$ cat config.mk
export PLATFORM = sky130hd
export DESIGN_NAME = fsk_manchester_rfid_receiver
export DESIGN_NICKNAME = d
export VERILOG_FILES = /design/src/rtl/fmr_pkg.sv /design/src/rtl/fsk_manchester_rfid_receiver.sv
export VERILOG_INCLUDE_DIRS = /design/src /design/src/rtl
export SDC_FILE = /design/constraint.sdc
export NUM_CORES = 1
export LEC_CHECK = 0
export BUFFER_PORTS_ARGS = -buffer_cell sky130_fd_sc_hd__buf_4
export CAP_MARGIN = 20
export CORE_ASPECT_RATIO = 2
export CORE_MARGIN = 3
export CORE_UTILIZATION = 64
export DETAILED_ROUTE_END_ITERATION = 8
export PLACE_DENSITY_LB_ADDON = 0.15
export SLEW_MARGIN = 40
export SYNTH_ARGS = -nofsm -noshare
export SYNTH_HDL_FRONTEND = slang
export SYNTH_SLANG_ARGS = --single-unit
$ cat constraint.sdc
create_clock -name i_clk -period 18.5 [get_ports i_clk]
set_input_delay 1.85 -clock i_clk [delete_from_list [all_inputs] [get_ports i_clk]]
set_output_delay 1.85 -clock i_clk [all_outputs]
set_load 0.02 [all_outputs]
$ cat src/rtl/assert_macros.svh
// Assertion macros included by the receiver top level.
`ifndef ASSERT_MACROS_SVH
`define ASSERT_MACROS_SVH

// Same-cycle implication, checked on every rising edge outside reset.
`define ASSERT_IMPLIES(label, cond, prop, msg) \
    label: assert property (@(posedge i_clk) disable iff (!i_rst_n) (cond) |-> (prop)) \
        else $error(msg);

// Next-cycle implication, checked on every rising edge outside reset.
`define ASSERT_NEXT(label, cond, prop, msg) \
    label: assert property (@(posedge i_clk) disable iff (!i_rst_n) (cond) |=> (prop)) \
        else $error(msg);

`endif

$ cat src/rtl/fmr_pkg.sv
// Constants and types of the FSK Manchester RFID receiver.
package fmr_pkg;

    // Payload length in decoded bits and width of the reported frame.
    localparam int PAYLOAD_BITS = 44;
    localparam int FRAME_BITS   = 44;

    localparam int TIME_W  = 32;
    localparam int TICKS_W = 24;
    localparam int RUN_W   = 3;
    localparam int COUNT_W = 8;
    localparam int HIST_W  = 8;

    typedef logic [TIME_W-1:0]       t_time;
    typedef logic [TICKS_W-1:0]      t_ticks;
    typedef logic [RUN_W-1:0]        t_run;
    typedef logic [COUNT_W-1:0]      t_count;
    typedef logic [HIST_W-1:0]       t_hist;
    typedef logic [PAYLOAD_BITS-1:0] t_payload;
    typedef logic [FRAME_BITS-1:0]   t_frame;

    // Reset value of the long pulse threshold: 72 us at 64 MHz.
    localparam t_ticks LONG_TICKS_RESET = t_ticks'(4608);

    // Preamble 0,0,0,1,1,1,0,1 with the oldest symbol in bit 0.
    localparam t_hist PREAMBLE = 8'hB8;

    // Last run counter value before it wraps to zero.
    localparam t_run RUN_LAST = t_run'(5);
    // Run counter value at which the symbol of a run is taken.
    localparam t_run RUN_SAMPLE = t_run'(1);

    // Symbol counter limits.
    localparam t_count COUNT_MAX       = t_count'(250);
    localparam t_count SEARCH_MIN      = t_count'(8);
    localparam t_count FRAME_END_COUNT = t_count'(2 * PAYLOAD_BITS);
    localparam t_count REOPEN_COUNT    = t_count'(8);

endpackage

$ cat src/rtl/fsk_manchester_rfid_receiver.sv
// Top level of the FSK Manchester RFID receiver: pulse timing, symbol and frame decode.
//
// Usage:
// The input channel (i_in_valid, o_in_ready, i_edge_time) takes one word per
// carrier edge: the free-running tick timestamp of that edge. The output
// channel (o_out_valid, i_out_ready) returns one word per input word with
// o_frame_valid, o_frame_bits and o_in_frame. o_frame_bits holds the decoded
// payload, first received bit in the MSB, when o_frame_valid is high, else 0.
// The threshold register is written through i_cfg_wr_en and i_cfg_wr_data; the user
// must write it only while the block is idle, which the block does not enforce. A
// pulse is long when the edge spacing exceeds it. A word accepted at one edge shows
// its result at the output register after that edge. Throughput is one word per
// cycle while the consumer keeps up; the whole per-edge decode is a single subtract
// and compare plus small control logic ahead of the result register.
// A synchronous active-low reset clears all decoder state, empties the
// output register and restores the threshold to 4608 ticks.
// When the consumer stalls, the result word holds and o_in_ready drops, so
// no new edge is taken until the result has been taken or is taken in the
// same cycle.
module fsk_manchester_rfid_receiver (
    input  logic                           i_clk,
    input  logic                           i_rst_n,
    input  logic                           i_cfg_wr_en,
    input  logic [fmr_pkg::TICKS_W-1:0]    i_cfg_wr_data,
    input  logic                           i_in_valid,
    output logic                           o_in_ready,
    input  logic [fmr_pkg::TIME_W-1:0]     i_edge_time,
    output logic                           o_out_valid,
    input  logic                           i_out_ready,
    output logic                           o_frame_valid,
    output logic [fmr_pkg::FRAME_BITS-1:0] o_frame_bits,
    output logic                           o_in_frame
);

    // Decoder state.
    fmr_pkg::t_ticks   r_long_ticks;
    fmr_pkg::t_time    r_prev_time;
    logic              r_prev_long;
    fmr_pkg::t_run     r_run;
    fmr_pkg::t_count   r_count;
    logic              r_collecting;
    logic              r_first_half;
    fmr_pkg::t_hist    r_hist;
    fmr_pkg::t_payload r_payload;

    // Output register.
    logic              r_out_valid;
    logic              r_frame_valid;
    fmr_pkg::t_frame   r_frame_bits;
    logic              r_in_frame;

    // Next values.
    fmr_pkg::t_run     n_run;
    fmr_pkg::t_count   n_count;
    logic              n_collecting;
    logic              n_first_half;
    fmr_pkg::t_hist    n_hist;
    fmr_pkg::t_payload n_payload;
    logic              n_done;

    // Working signals.
    fmr_pkg::t_time    w_delta;
    logic              w_pulse;
    logic              w_take;
    logic [2:0]        w_rot;
    logic [15:0]       w_hist_rot;
    logic              w_match;
    fmr_pkg::t_count   w_count_mid;
    fmr_pkg::t_count   w_count_inc;
    logic              w_accept;

    assign o_in_ready = !r_out_valid || i_out_ready;
    assign w_accept   = i_in_valid && o_in_ready;

    // Pulse classification and run counting.
    always_comb begin
        w_delta = i_edge_time - r_prev_time;
        w_pulse = (w_delta > {{(fmr_pkg::TIME_W - fmr_pkg::TICKS_W){1'b0}}, r_long_ticks});
        w_take  = 1'b0;
        if (w_pulse == r_prev_long) begin
            w_take = (r_run == fmr_pkg::RUN_SAMPLE);
            n_run  = (r_run == fmr_pkg::RUN_LAST) ? '0 : r_run + fmr_pkg::t_run'(1);
        end else begin
            n_run = '0;
        end
    end

    // Symbol history write and preamble match over the updated history.
    always_comb begin
        n_hist = r_hist;
        if (w_take && !r_collecting) begin
            n_hist[r_count[2:0]] = w_pulse;
        end
        w_rot      = r_count[2:0] + 3'd1;
        w_hist_rot = {n_hist, n_hist} >> w_rot;
        w_match    = (w_hist_rot[7:0] == fmr_pkg::PREAMBLE);
    end

    // Preamble detection, Manchester pair decode and frame end.
    always_comb begin
        n_collecting = r_collecting;
        n_first_half = r_first_half;
        n_payload    = r_payload;
        n_done       = 1'b0;
        w_count_mid  = r_count;
        if (w_take) begin
            if (!r_collecting) begin
                if (r_count > fmr_pkg::SEARCH_MIN && w_match) begin
                    n_collecting = 1'b1;
                    w_count_mid  = '0;
                    n_first_half = w_pulse;
                    n_payload    = '0;
                end
            end else begin
                if (!r_count[0]) begin
                    if (!r_first_half && w_pulse) begin
                        n_payload = fmr_pkg::PAYLOAD_BITS'({r_payload, 1'b0});
                    end else if (r_first_half && !w_pulse) begin
                        n_payload = fmr_pkg::PAYLOAD_BITS'({r_payload, 1'b1});
                    end else begin
                        n_collecting = 1'b0;
                    end
                end else begin
                    n_first_half = w_pulse;
                end
                if (r_count == fmr_pkg::FRAME_END_COUNT) begin
                    n_done       = n_collecting;
                    w_count_mid  = fmr_pkg::REOPEN_COUNT;
                    n_collecting = 1'b0;
                end
            end
        end
        w_count_inc = w_count_mid + fmr_pkg::t_count'(1);
        if (!w_take) begin
            n_count = r_count;
        end else if (w_count_inc > fmr_pkg::COUNT_MAX) begin
            n_count = '0;
        end else begin
            n_count = w_count_inc;
        end
    end

    // Threshold register.
    always_ff @(posedge i_clk) begin
        if (!i_rst_n) begin
            r_long_ticks <= fmr_pkg::LONG_TICKS_RESET;
        end else if (i_cfg_wr_en) begin
            r_long_ticks <= i_cfg_wr_data;
        end
    end

    // Decoder state advances on every accepted word.
    always_ff @(posedge i_clk) begin
        if (!i_rst_n) begin
            r_prev_time  <= '0;
            r_prev_long  <= 1'b0;
            r_run        <= '0;
            r_count      <= '0;
            r_collecting <= 1'b0;
            r_first_half <= 1'b0;
            r_hist       <= '0;
            r_payload    <= '0;
        end else if (w_accept) begin
            r_prev_time  <= i_edge_time;
            r_prev_long  <= w_pulse;
            r_run        <= n_run;
            r_count      <= n_count;
            r_collecting <= n_collecting;
            r_first_half <= n_first_half;
            r_hist       <= n_hist;
            r_payload    <= n_payload;
        end
    end

    // Output register valid flag.
    always_ff @(posedge i_clk) begin
        if (!i_rst_n) begin
            r_out_valid <= 1'b0;
        end else if (w_accept) begin
            r_out_valid <= 1'b1;
        end else if (i_out_ready) begin
            r_out_valid <= 1'b0;
        end
    end

    // Output register payload.
    always_ff @(posedge i_clk) begin
        if (w_accept) begin
            r_frame_valid <= n_done;
            r_frame_bits  <= n_done ? fmr_pkg::FRAME_BITS'(n_payload) : '0;
            r_in_frame    <= n_collecting;
        end
    end

    assign o_out_valid   = r_out_valid;
    assign o_frame_valid = r_frame_valid;
    assign o_frame_bits  = r_frame_bits;
    assign o_in_frame    = r_in_frame;

    // Assertions.
    `include "assert_macros.svh"

    `ASSERT_IMPLIES(a_done_closes_frame, r_out_valid && r_frame_valid, !r_in_frame, "frame reported while still collecting")
    `ASSERT_IMPLIES(a_collect_count, r_collecting, (r_count != '0) && (r_count <= fmr_pkg::FRAME_END_COUNT), "symbol count out of range during collection")
    `ASSERT_IMPLIES(a_run_range, 1'b1, r_run <= fmr_pkg::RUN_LAST, "run counter past its wrap point")
    `ASSERT_NEXT(a_idle_state_holds, !w_accept, $stable(r_count) && $stable(r_payload), "decoder state changed without an accepted word")

endmodule

; ---- Word-level counts from Yosys, hierarchy flattened
; Cells that the tools add are included.
[word_totals]
register_bits = 169
word_cells = 77
[classes]
addsub = 4
muxes = 33
n_eq_ne = 6
reduce_logical = 15
shift = 1
n_lt_le_gt_ge = 5
[op_table]
columns = cell, count
row1 = $mux 44, 6
row2 = $mux 8, 6
row3 = $gt 32x24->1, 1
row4 = $sub 32x32->32, 1
row5 = $mux 1, 17
row6 = $shr 16x3->8, 1
row7 = $add 8x1->8 const B, 1
row8 = $bwmux 8, 1
row9 = $eq 8x7->1 const B, 1
row10 = $eq 8x8->1 const B, 1
row11 = $gt 8x4->1 const B, 1
row12 = $gt 8x8->1 const B, 1
row13 = $add 3x1->3 const B, 2
row14 = $logic_and 1x1->1, 6
row15 = $mux 3, 2
row16 = $logic_not 1->1, 4
row17 = $lt 3x4->1 const B, 1
row18 = $reduce_and 4->1, 1
row19 = $reduce_bool 2->1, 2
row20 = $demux 1 s3, 1
row21 = $eq 3x1->1 const B, 1
row22 = $eq 3x3->1 const B, 1
row23 = $ge 3x1->1 const B, 1
row24 = $ne 2x2->1 const B, 1
row25 = 3 further kinds, 3

; ---- Depth between registers and ports, before layout
; Gate-level depths: netlist (run 1).
[logic_depth]
depth_word = 15
depth_mapped = 36
ltp_nobuf = 35

; ---- Worst setup path after synthesis (run 1)
; Ideal clock, no wire load.
[synth_timing]
path_kind = input port to flip-flop
start = input port i_edge_time[0] in the netlist's numbering
end = register r_count[4]
setup_ns = 0.126
setup_slack_ns = 9.459
cell_stages = 36
t_arrival_ns = 8.915
t_required_ns = 18.374
path_cell_list = inv_1 > ha_1 > inv_1 > fa_1 > a21o_1 > a221o_1 > and2_1 > a221o_1 > nand3_1 > and2_1 > o21ai_0 > xor2_1 > ha_1 > a21o_1 > a221o_1 > a221o_1 > a221o_1 > a211oi_1 > nand4_2 > buf_2 > or4_1 > nand4_1 > o21ai_1 > nor4_4 > o21ai_2 > buf_2 > nand3_1 > inv_1 > ha_1 > xnor2_1 > a221o_1 > a211o_1 > a22oi_1 > nor2_1 > a41oi_1 > o22ai_1
[synth_via]
elab_chain_len = 15
word_cells_on_any_way = 17
[synth_rtl]
columns = element, line_no
row1 = start: declaration, fsk_manchester_rfid_receiver.sv:27  ; input logic [fmr_pkg::TIME_W-1:0] i_edge_time,
row2 = $sub 32x32->32 (*), fsk_manchester_rfid_receiver.sv:77  ; w_delta = i_edge_time - r_prev_time;
row3 = $gt 32x24->1 (*), fsk_manchester_rfid_receiver.sv:78  ; w_pulse = (w_delta > {{(fmr_pkg::TIME_W - fmr_pkg::TICKS_W){1'b0}}, r_long_ticks});
row4 = $eq 1x1->1, fsk_manchester_rfid_receiver.sv:80  ; if (w_pulse == r_prev_long) begin
row5 = $mux 1, fsk_manchester_rfid_receiver.sv:80
row6 = $logic_and 1x1->1, fsk_manchester_rfid_receiver.sv:91  ; if (w_take && !r_collecting) begin
row7 = $mux 8, fsk_manchester_rfid_receiver.sv:91
row8 = $shr 16x3->8, fsk_manchester_rfid_receiver.sv:95  ; w_hist_rot = {n_hist, n_hist} >> w_rot;
row9 = $eq 8x8->1, fsk_manchester_rfid_receiver.sv:96  ; w_match = (w_hist_rot[7:0] == fmr_pkg::PREAMBLE);
row10 = $logic_and 1x1->1, fsk_manchester_rfid_receiver.sv:108  ; if (r_count > fmr_pkg::SEARCH_MIN && w_match) begin
row11 = $mux 8, fsk_manchester_rfid_receiver.sv:108
row12 = $mux 8, fsk_manchester_rfid_receiver.sv:107  ; if (!r_collecting) begin
row13 = $mux 8, fsk_manchester_rfid_receiver.sv:106  ; if (w_take) begin
row14 = $add 8x1->8, fsk_manchester_rfid_receiver.sv:133  ; w_count_inc = w_count_mid + fmr_pkg::t_count'(1);
row15 = $gt 8x8->1, fsk_manchester_rfid_receiver.sv:136  ; end else if (w_count_inc > fmr_pkg::COUNT_MAX) begin
row16 = $mux 8, fsk_manchester_rfid_receiver.sv:136
row17 = end signal: assignment, fsk_manchester_rfid_receiver.sv:167  ; r_count <= n_count;
row18 = end: declaration, fsk_manchester_rfid_receiver.sv:40  ; fmr_pkg::t_count r_count;
; Mark *: on every way between the ends. The rest lies on a longest branch, timed or not.
; A chain may end at the register's enable or synchronous reset.

; ---- Worst setup path in the final report (run 1)
[layout_timing]
start = input port i_edge_time[0] in the netlist's numbering
end = register r_count[4]
[layout_via]
elab_chain_len = 15
word_cells_on_any_way = 17
[layout_rtl]
columns = element, line_no
row1 = $sub 32x32->32 (*), fsk_manchester_rfid_receiver.sv:77
row2 = $gt 32x24->1 (*), fsk_manchester_rfid_receiver.sv:78
row3 = named net w_pulse, fsk_manchester_rfid_receiver.sv:63  ; logic w_pulse;
row4 = $eq 1x1->1, fsk_manchester_rfid_receiver.sv:80
row5 = $mux 1, fsk_manchester_rfid_receiver.sv:80
row6 = $logic_and 1x1->1, fsk_manchester_rfid_receiver.sv:91
row7 = $mux 8, fsk_manchester_rfid_receiver.sv:91
row8 = $shr 16x3->8, fsk_manchester_rfid_receiver.sv:95
row9 = $eq 8x8->1, fsk_manchester_rfid_receiver.sv:96
row10 = $logic_and 1x1->1, fsk_manchester_rfid_receiver.sv:108
row11 = $mux 8, fsk_manchester_rfid_receiver.sv:108
row12 = $mux 8, fsk_manchester_rfid_receiver.sv:107
row13 = $mux 8, fsk_manchester_rfid_receiver.sv:106
row14 = $add 8x1->8, fsk_manchester_rfid_receiver.sv:133
row15 = $gt 8x8->1, fsk_manchester_rfid_receiver.sv:136
row16 = $mux 8, fsk_manchester_rfid_receiver.sv:136
; The timed path passes the listed nets; every way through them passes the cells marked *.

==> results_dict.tcl, run 1 <==
set metrics [dict create \
    status "complete, no violations" \
    dpl_cell_area_um2 11100 \
    diodes 0 \
    totalWireLength_um 30000 \
    slew_headroom 0.471 \
    seqPwrFrac 0.418 \
    clk_latency_ps 440 \
    synth_area_um2 10300 \
    core_um2 15800 \
    worst_pin_slew_ps 791 \
    cp_max_fo 14 \
    synth_edf_count 46 \
    drive_gt1_frac 0.133 \
    hold_viol_final 0 \
    first_global_vias 9604 \
    cpPeakStageDelay_ps 620 \
    grt_usage 0.347 \
    postCtsSetupBuffers 0 \
    num_vias 9751 \
    wl_per_cell_um 20.1 \
    dr.first_iter.drc_count 627 \
    finalNetCount 1405 \
    fin_setup_tns_ps 0 \
    yosysWarnings 0 \
    internal_power_mw 0.677 \
    rsz0062_at_grt "false" \
    design_power_total_mw 0.952 \
    ctsResizeCount 0 \
    arrival_ps 10570 \
    die_x_um 95.6 \
    io_buffer_count 108 \
    max_freq_mhz 97.6 \
    cp-start-kind "primary input" \
    vias_per_cell 6.52 \
    grt_pass1_wl_um 47400 \
    ir_drop_mv 0.0635 \
    firstDrtPassIters 6 \
    p_sw_frac 0.289 \
    finClkSkew_ps 10.3 \
    cts-buffers-inserted 17 \
    place_congestion 1.07 \
    holdBufCountCts 0 \
    die_h_um 185 \
    post-route-period-util 0.554 \
    hpwl_um 21900 \
    powerDensity_nw_per_um2 80.9 \
    synthArstFlopShare 0 \
    pre_cts_ws_ps 7980 \
    gr-total-overflow 0 \
    cts-root-buf "clkbuf_16" \
    route.detailed.drc 0 \
    p_sw_mw 0.275 \
    ys_types 75 \
    synthFlopType "dfxtp_1" \
    fin_ws_ps 8260 \
    p_comb_frac 0.188 \
    postSynthAreaPerCell_um2 8.44 \
    ant_nets 0 \
    top_level_ports 109 \
    netlist_instances 1218 \
    htree_levels 4 \
    syn-num-nets 1341 \
    num_rows 65 \
    final_cell_mix "141 x nand2_1, 123 x a21oi_1, 123 x dfxtp_1" \
    grt_max_degree 82 \
    crit_type "in2reg" \
    min_period_ps 10240 \
    area_delta_synth_final_pct 14.5 \
    clockPowerShare 0.394 \
    cts_tree "done" \
    slowest_stage "nor2_2" \
    maxCapViolCount 0 \
    min_path_type "reg2reg" \
    clk_pin_slew_ps 70 \
    die_area_um2 17700 \
    final_cell_area_um2 11800 \
    cts.sinks 169 \
    fillers 1195 \
    drv_slew 0 \
    mostFrequentLayoutCell "nand2_1" \
    ys_ff_latch 169 \
    setup_viol_count_final 0 \
    antenna_found_initial 0 \
    start_util 0.652 \
    worstSetupEndpointType "flip-flop" \
    path_common_cell "a221o_1" \
    p_leak_nw 4.56 \
    clockBufferDepth 2 \
    crit_required_ps 18830 \
    ys_seq_area_frac 0.374 \
]
==> per-layer routing <==
metal  track usage  routed length (µm)  vias up
li1              -                   -     4603
met1         0.323                9740     4531
met2         0.632               16000      439
met3        0.0675                1540      178
met4         0.278                2730        0
met5             0                   0        -
==> stage by stage <==
step           std cells   util  hold WS, ps
5_1_grt             1496  0.746          478
2_1_floorplan       1218      -          436
3_5_place_dp        1464  0.707          447
4_1_cts             1496  0.746          457
3_3_place_gp        1464  0.705          442
6_report            1496  0.746          456
==> path summary, 6_finish.rpt <==
check / start / to / slack, ps / cells past startpoint
setup / recovery: i_edge_time[0] / r_count[4] / 8260 / 36
setup reg to reg: r_prev_time[0] / r_count[4] / 9470 / 34
hold / removal: r_prev_time[14] / r_prev_time[14] / 460 / 2
hold reg to reg: r_prev_time[14] / r_prev_time[14] / 460 / 2
==> synthesized netlist by cell type, drive strengths merged, types with 3 or more instances <==
library cell / count / area [µm²]
a2111oi: 4 / 55.1
a211o: 5 / 43.8
a211oi: 30 / 225
a21boi: 3 / 22.5
a21o: 13 / 97.6
a21oi: 124 / 621
a221o: 8 / 80.1
a22o: 43 / 377
a22oi: 28 / 210
a31oi: 15 / 93.8
a32o: 16 / 160
and2: 8 / 50.1
and3: 13 / 81.3
and4: 5 / 43.8
buf: 22 / 109
clkbuf: 51 / 191
dfxtp: 123 / 2460
edfxtp: 46 / 1380
ha: 61 / 763
inv: 79 / 297
mux2i: 25 / 250
nand2: 142 / 533
nand2b: 12 / 75.1
nand3: 30 / 150
nand3b: 3 / 22.5
nand4: 9 / 62.6
nor2: 109 / 414
nor2b: 4 / 25.0
nor3: 26 / 140
nor4: 6 / 52.6
o2111ai: 3 / 26.3
o211a: 3 / 30.0
o211ai: 9 / 67.6
o21a: 3 / 22.5
o21ai: 48 / 244
o22ai: 9 / 56.3
o2bb2ai: 8 / 70.1
o31a: 5 / 43.8
o31ai: 5 / 37.5
or3: 3 / 18.8
xnor2: 12 / 105
xor2: 18 / 158
==> flip-flops by register name (all words and copies together), names as in the netlist, 3 cells and up <==
name          flops
o_frame_bits     44
r_count           8
r_hist            8
r_long_ticks     24
r_payload        44
r_prev_time      32
r_run             3
==> area by class of cell <==
cell class,count,area (µm²),share of cell area
clock inverter,14,189,0.0160
sequential,169,3840,0.326
clock buffer,18,429,0.0365
tap,201,251,0.0214
timing repair buffer,118,890,0.0756
inverter,79,297,0.0252
multi-input combinational,897,5870,0.499
==> critical path, delay by kind of cell <==
family,cells,cell delay (ps)
xor gates and xnor gates,2,260
AOI/OAI and AO/OA,17,4880
and+or+nand+nor,8,1990
buffers and inverters,5,570
adders and majority gates,4,1010
==> power by group through the flow <==
stage	Sequential (mW)	Clock, mW	Combinational (mW)
2_1_floorplan	0.412	0	0.116
6_report	0.398	0.375	0.179
3_5_place_dp	0.406	0	0.175
5_1_grt	0.399	0.390	0.198
4_1_cts	0.398	0.377	0.177
3_3_place_gp	0.406	0	0.172
==> logic make-up (layout without fill, tap and decap cells) <==
family | Yosys count | after routing | share of synthesized area
AOI/OAI and AO/OA | 399 | 399 | 0.267
xor gates and xnor gates | 30 | 30 | 0.0256
adders and majority gates | 62 | 62 | 0.0762
buffers and inverters | 152 | 229 | 0.0580
DFF | 169 | 169 | 0.374
muxes | 29 | 29 | 0.0309
and+or+nand+nor | 377 | 377 | 0.169
Note: power is estimated with default switching activity, not from simulation.
==> run 2, diff against run 1 <==
Settings changed: CORE_UTILIZATION 64 to 54.
Clock period 18.5 ns to 8.98 ns, I/O delays scaled along.
==> results_dict.tcl, run 2 (synthesis gave the netlist of run 1 again) <==
set metrics [dict create \
    clockBufferDepth 2 \
    finClkSkew_ps 8.35 \
    die_area_um2 20800 \
    seqCellArea_um2 3840 \
    cts-root-buf "clkbuf_16" \
    critPathBufInv 5 \
    core_um2 18500 \
    rsz0062_at_grt "false" \
    hold_viol_final 0 \
    gr-total-overflow 0 \
    num_vias 9639 \
    totalWireLength_um 30300 \
    cp-startpoint "i_edge_time[0]" \
    fin_setup_tns_ps 0 \
    wl_per_cell_um 19.4 \
    maxCapViolCount 0 \
    clk_latency_ps 440 \
    status "complete, no violations" \
    slowest_stage "a221o_1" \
    route.detailed.drc 0 \
    path_common_cell "a221o_1" \
    antenna_found_initial 0 \
    ctsResizeCount 0 \
    cts_tree "done" \
    postCtsSetupBuffers 0 \
    clk_pin_slew_ps 70 \
    num_rows 70 \
    cp.depth 37 \
    p_leak_nw 4.64 \
    final_cell_mix "142 x nand2_1, 135 x buf_4, 124 x a21oi_1" \
    top_level_ports 109 \
    min_from "r_prev_time[13]" \
    vias_per_cell 6.16 \
    post-route-period-util 0.935 \
    design_power_total_mw 1.94 \
    grt_pass1_wl_um 48100 \
    grt_max_degree 82 \
    holdBufCountCts 0 \
    die_h_um 201 \
    setup_viol_count_final 0 \
    drive_gt1_frac 0.142 \
    die_x_um 104 \
    fin_ws_ps 582 \
    io_buffer_count 108 \
    min_path_type "reg2reg" \
    ir_drop_mv 0.118 \
    worst_pin_slew_ps 784 \
    powerDensity_nw_per_um2 162 \
    crit_type "in2reg" \
    multiInputGateArea_um2 5860 \
    htree_levels 4 \
    min_period_ps 8400 \
    hpwl_um 22700 \
    cts.sinks 169 \
    rr_startpoint "r_prev_time[0]" \
    start_util 0.556 \
    firstDrtPassIters 6 \
    area_delta_synth_final_pct 16.1 \
    slew_headroom 0.475 \
    fillers 1644 \
    arrival_ps 8720 \
    r2r_cells 35 \
    dr.first_iter.drc_count 470 \
    cp-start-kind "primary input" \
    worstSetupEndpointType "flip-flop" \
    finalNetCount 1423 \
    drv_slew 0 \
    pre_cts_ws_ps 220 \
    mostFrequentLayoutCell "nand2_1" \
    ant_nets 0 \
    max_freq_mhz 119 \
    fin_cells 1565 \
    crit_family "compound AO/OA/AOI/OAI gates" \
    first_global_vias 9459 \
    cp_max_fo 14 \
    hold-path-cell-count 2 \
    crit_required_ps 9300 \
    dp.cells 1533 \
    grt_usage 0.287 \
    cpPeakStageDelay_ps 410 \
    diodes 0 \
    cts-buffers-inserted 17 \
    fin_util 0.646 \
    place_congestion 0.981 \
]
[run 2: changes by cell type in the layout (fill, tap and decap cells not counted), sizes merged]
cell      change
inv           +1
clkinv        +3
bufinv        -1
buf          +18
clkinvlp      -2
clkbuf        -1
[run 2: routing by layer]
layer / vias up / part of all wire / wire length (µm) / GRT usage
li1: 4655 / - / - / -
met1: 4538 / 0.33 / 9990 / 0.253
met2: 315 / 0.56 / 17000 / 0.569
met3: 131 / 0.032 / 969 / 0.0411
met4: 0 / 0.077 / 2340 / 0.217
met5: - / 0 / 0 / 0
[run 2: metrics by stage]
stage / hold slack (ps) / cell area (µm²)
CTS: 456 / 11900
detailed placement: 447 / 11300
floorplan: 436 / 10300
finish: 454 / 11900
global placement: 442 / 11300
global route: 467 / 11900
[run 2: where the power goes]
group          switching, mW  internal [mW]
Clock                  0.335          0.416
Sequential            0.0107          0.807
Combinational          0.223          0.146
[run 2: layout make-up]
type / instances / area share
Tap cell: 252 / 0.0264
Multi-Input combinational cell: 897 / 0.491
Inverter: 79 / 0.0249
Clock buffer: 17 / 0.0357
Sequential cell: 169 / 0.322
Clock inverter: 15 / 0.0138
Timing Repair Buffer: 136 / 0.0859
[run 2: worst register-to-register path, delay by kind of cell (launching register included)]
family | cells | cell delay [ps]
AOI/OAI and AO/OA | 16 | 4200
xor gates and xnor gates | 2 | 250
adders and majority gates | 4 | 1080
buffers and inverters | 3 | 430
DFF | 1 | 340
and+or+nand+nor | 10 | 1750
[run 2: worst paths after layout]
kind,endpoint,slack (ps)
worst max-delay path,r_count[4],580
worst min-delay path,r_prev_time[13],450
worst max register to register,r_count[4],850
worst min register to register,r_prev_time[13],450
==> run 3, diff against run 2 <==
Settings changed: CORE_UTILIZATION 54 to 60.
Clock period 8.98 ns to 8.2 ns, I/O delays scaled along.
==> results_dict.tcl, run 3 (synthesis gave the netlist of run 1 again) <==
set metrics [dict create \
    status "complete, no violations" \
    finalNetCount 1455 \
    critPathBufInv 9 \
    design_power_total_mw 2.16 \
    antenna_found_initial 0 \
    first_global_vias 9978 \
    route.detailed.drc 0 \
    grt_pass1_wl_um 49600 \
    hold-path-cell-count 2 \
    area_delta_synth_final_pct 18.6 \
    cp-start-kind "primary input" \
    hold_viol_final 0 \
    crit_required_ps 8480 \
    crit_type "in2reg" \
    place_congestion 0.975 \
    worstSetupEndpointType "flip-flop" \
    finClkSkew_ps 13.3 \
    rr_startpoint "r_prev_time[8]" \
    mostFrequentLayoutCell "buf_4" \
    holdBufCountCts 0 \
    ir_drop_mv 0.140 \
    min_from "r_prev_time[10]" \
    drive_gt1_frac 0.171 \
    cts_tree "done" \
    clk_pin_slew_ps 70 \
    diodes 0 \
    maxCapViolCount 0 \
    io_buffer_count 108 \
    p_leak_nw 4.80 \
    powerDensity_nw_per_um2 177 \
    num_rows 67 \
    arrival_ps 8260 \
    pre_cts_ws_ps -339 \
    dr.first_iter.drc_count 614 \
    cts.sinks 169 \
    ant_nets 0 \
    setup_viol_count_final 0 \
    grt_usage 0.333 \
    die_area_um2 18800 \
    min_path_type "reg2reg" \
    slew_headroom 0.423 \
    top_level_ports 109 \
    cts-buffers-inserted 17 \
    gr-total-overflow 0 \
    clockBufferDepth 2 \
    crit_family "compound AO/OA/AOI/OAI gates" \
    die_x_um 98.6 \
    worstHoldEndpoint "r_prev_time[10]" \
    hpwl_um 23000 \
    r2r_slack_ps 380 \
    grt_max_degree 82 \
    whs_ps 453 \
    drv_slew 0 \
    start_util 0.613 \
    r2r_cells 36 \
    post-route-period-util 0.972 \
    cp_max_fo 4 \
    totalWireLength_um 31600 \
    core_um2 16800 \
    max_freq_mhz 125 \
    min_period_ps 7970 \
    worst_pin_slew_ps 863 \
    firstDrtPassIters 6 \
    final_cell_mix "164 x buf_4, 142 x nand2_1, 124 x a21oi_1" \
    vias_per_cell 6.45 \
    htree_levels 4 \
    fin_ws_ps 226 \
    clk_latency_ps 440 \
    cts-root-buf "clkbuf_16" \
    wl_per_cell_um 20.4 \
    slowest_stage "a221o_1" \
    cpPeakStageDelay_ps 380 \
    die_h_um 191 \
    num_vias 10000 \
    r2r_end "r_count[2]" \
]
run 3: layout make-up:
class / count / area [µm²]
clock buffer: 19 / 433
clock inverter: 13 / 168
fill: 1326 / 4570
tap: 207 / 259
inverter: 79 / 297
timing repair buffer: 168 / 1280
sequential: 169 / 3840
multi-input combinational: 897 / 5920
run 3: what timing repair did:
item                                    CTS  global route
setup buffers                             0             4
resized for setup                         0            18
endpoints found under the setup margin    0             8
run 3: metrics by stage:
| step | area, µm² | util | TNS, ps | cells |
|---|---|---|---|---|
| 5_1_grt | 12200 | 0.728 | -399 | 1552 |
| 3_5_place_dp | 11500 | 0.685 | -2020 | 1516 |
| 4_1_cts | 12100 | 0.721 | 0 | 1548 |
| 2_1_floorplan | 10300 | - | 0 | 1218 |
| 6_report | 12200 | 0.728 | 0 | 1552 |
| 3_3_place_gp | 11500 | 0.685 | -650 | 1516 |
run 3: worst reg2reg max path: cells and delay by family, from the launching register on:
family,cells,cell delay [ps]
AO/OA/AOI/OAI,16,3780
XOR/XNOR,1,250
adder cells (fa/ha/maj),3,980
buffers and inverters,7,920
flip-flops,1,330
multiplexers,1,140
AND/OR/NAND/NOR,8,1270
run 3: how the worst max path moves through the flow:
| stage | from | to | slack (ps) | cells past startpoint |
|---|---|---|---|---|
| CTS | i_edge_time[0] | r_count[2] | 110 | 38 |
| global placement | i_edge_time[0] | r_count[4] | -150 | 37 |
| floorplan | i_edge_time[0] | r_count[4] | 190 | 36 |
| global route | i_edge_time[0] | r_count[2] | -110 | 39 |
| finish | i_edge_time[0] | r_count[2] | 230 | 40 |
| detailed placement | i_edge_time[0] | r_count[2] | -340 | 38 |
run 3: routing by layer:
layer | track usage | up-vias | part of all wire
li1 | - | 4697 | -
met1 | 0.289 | 4643 | 0.31
met2 | 0.622 | 464 | 0.53
met3 | 0.0676 | 202 | 0.060
met4 | 0.296 | 0 | 0.10
met5 | 0 | - | 0
run 3: where the power goes:
part	total, mW	switching (mW)	internal [mW]	leakage (nW)
sequential	0.897	0.0124	0.884	1.46
clock	0.835	0.352	0.483	0.284
combinational	0.427	0.253	0.174	3.06
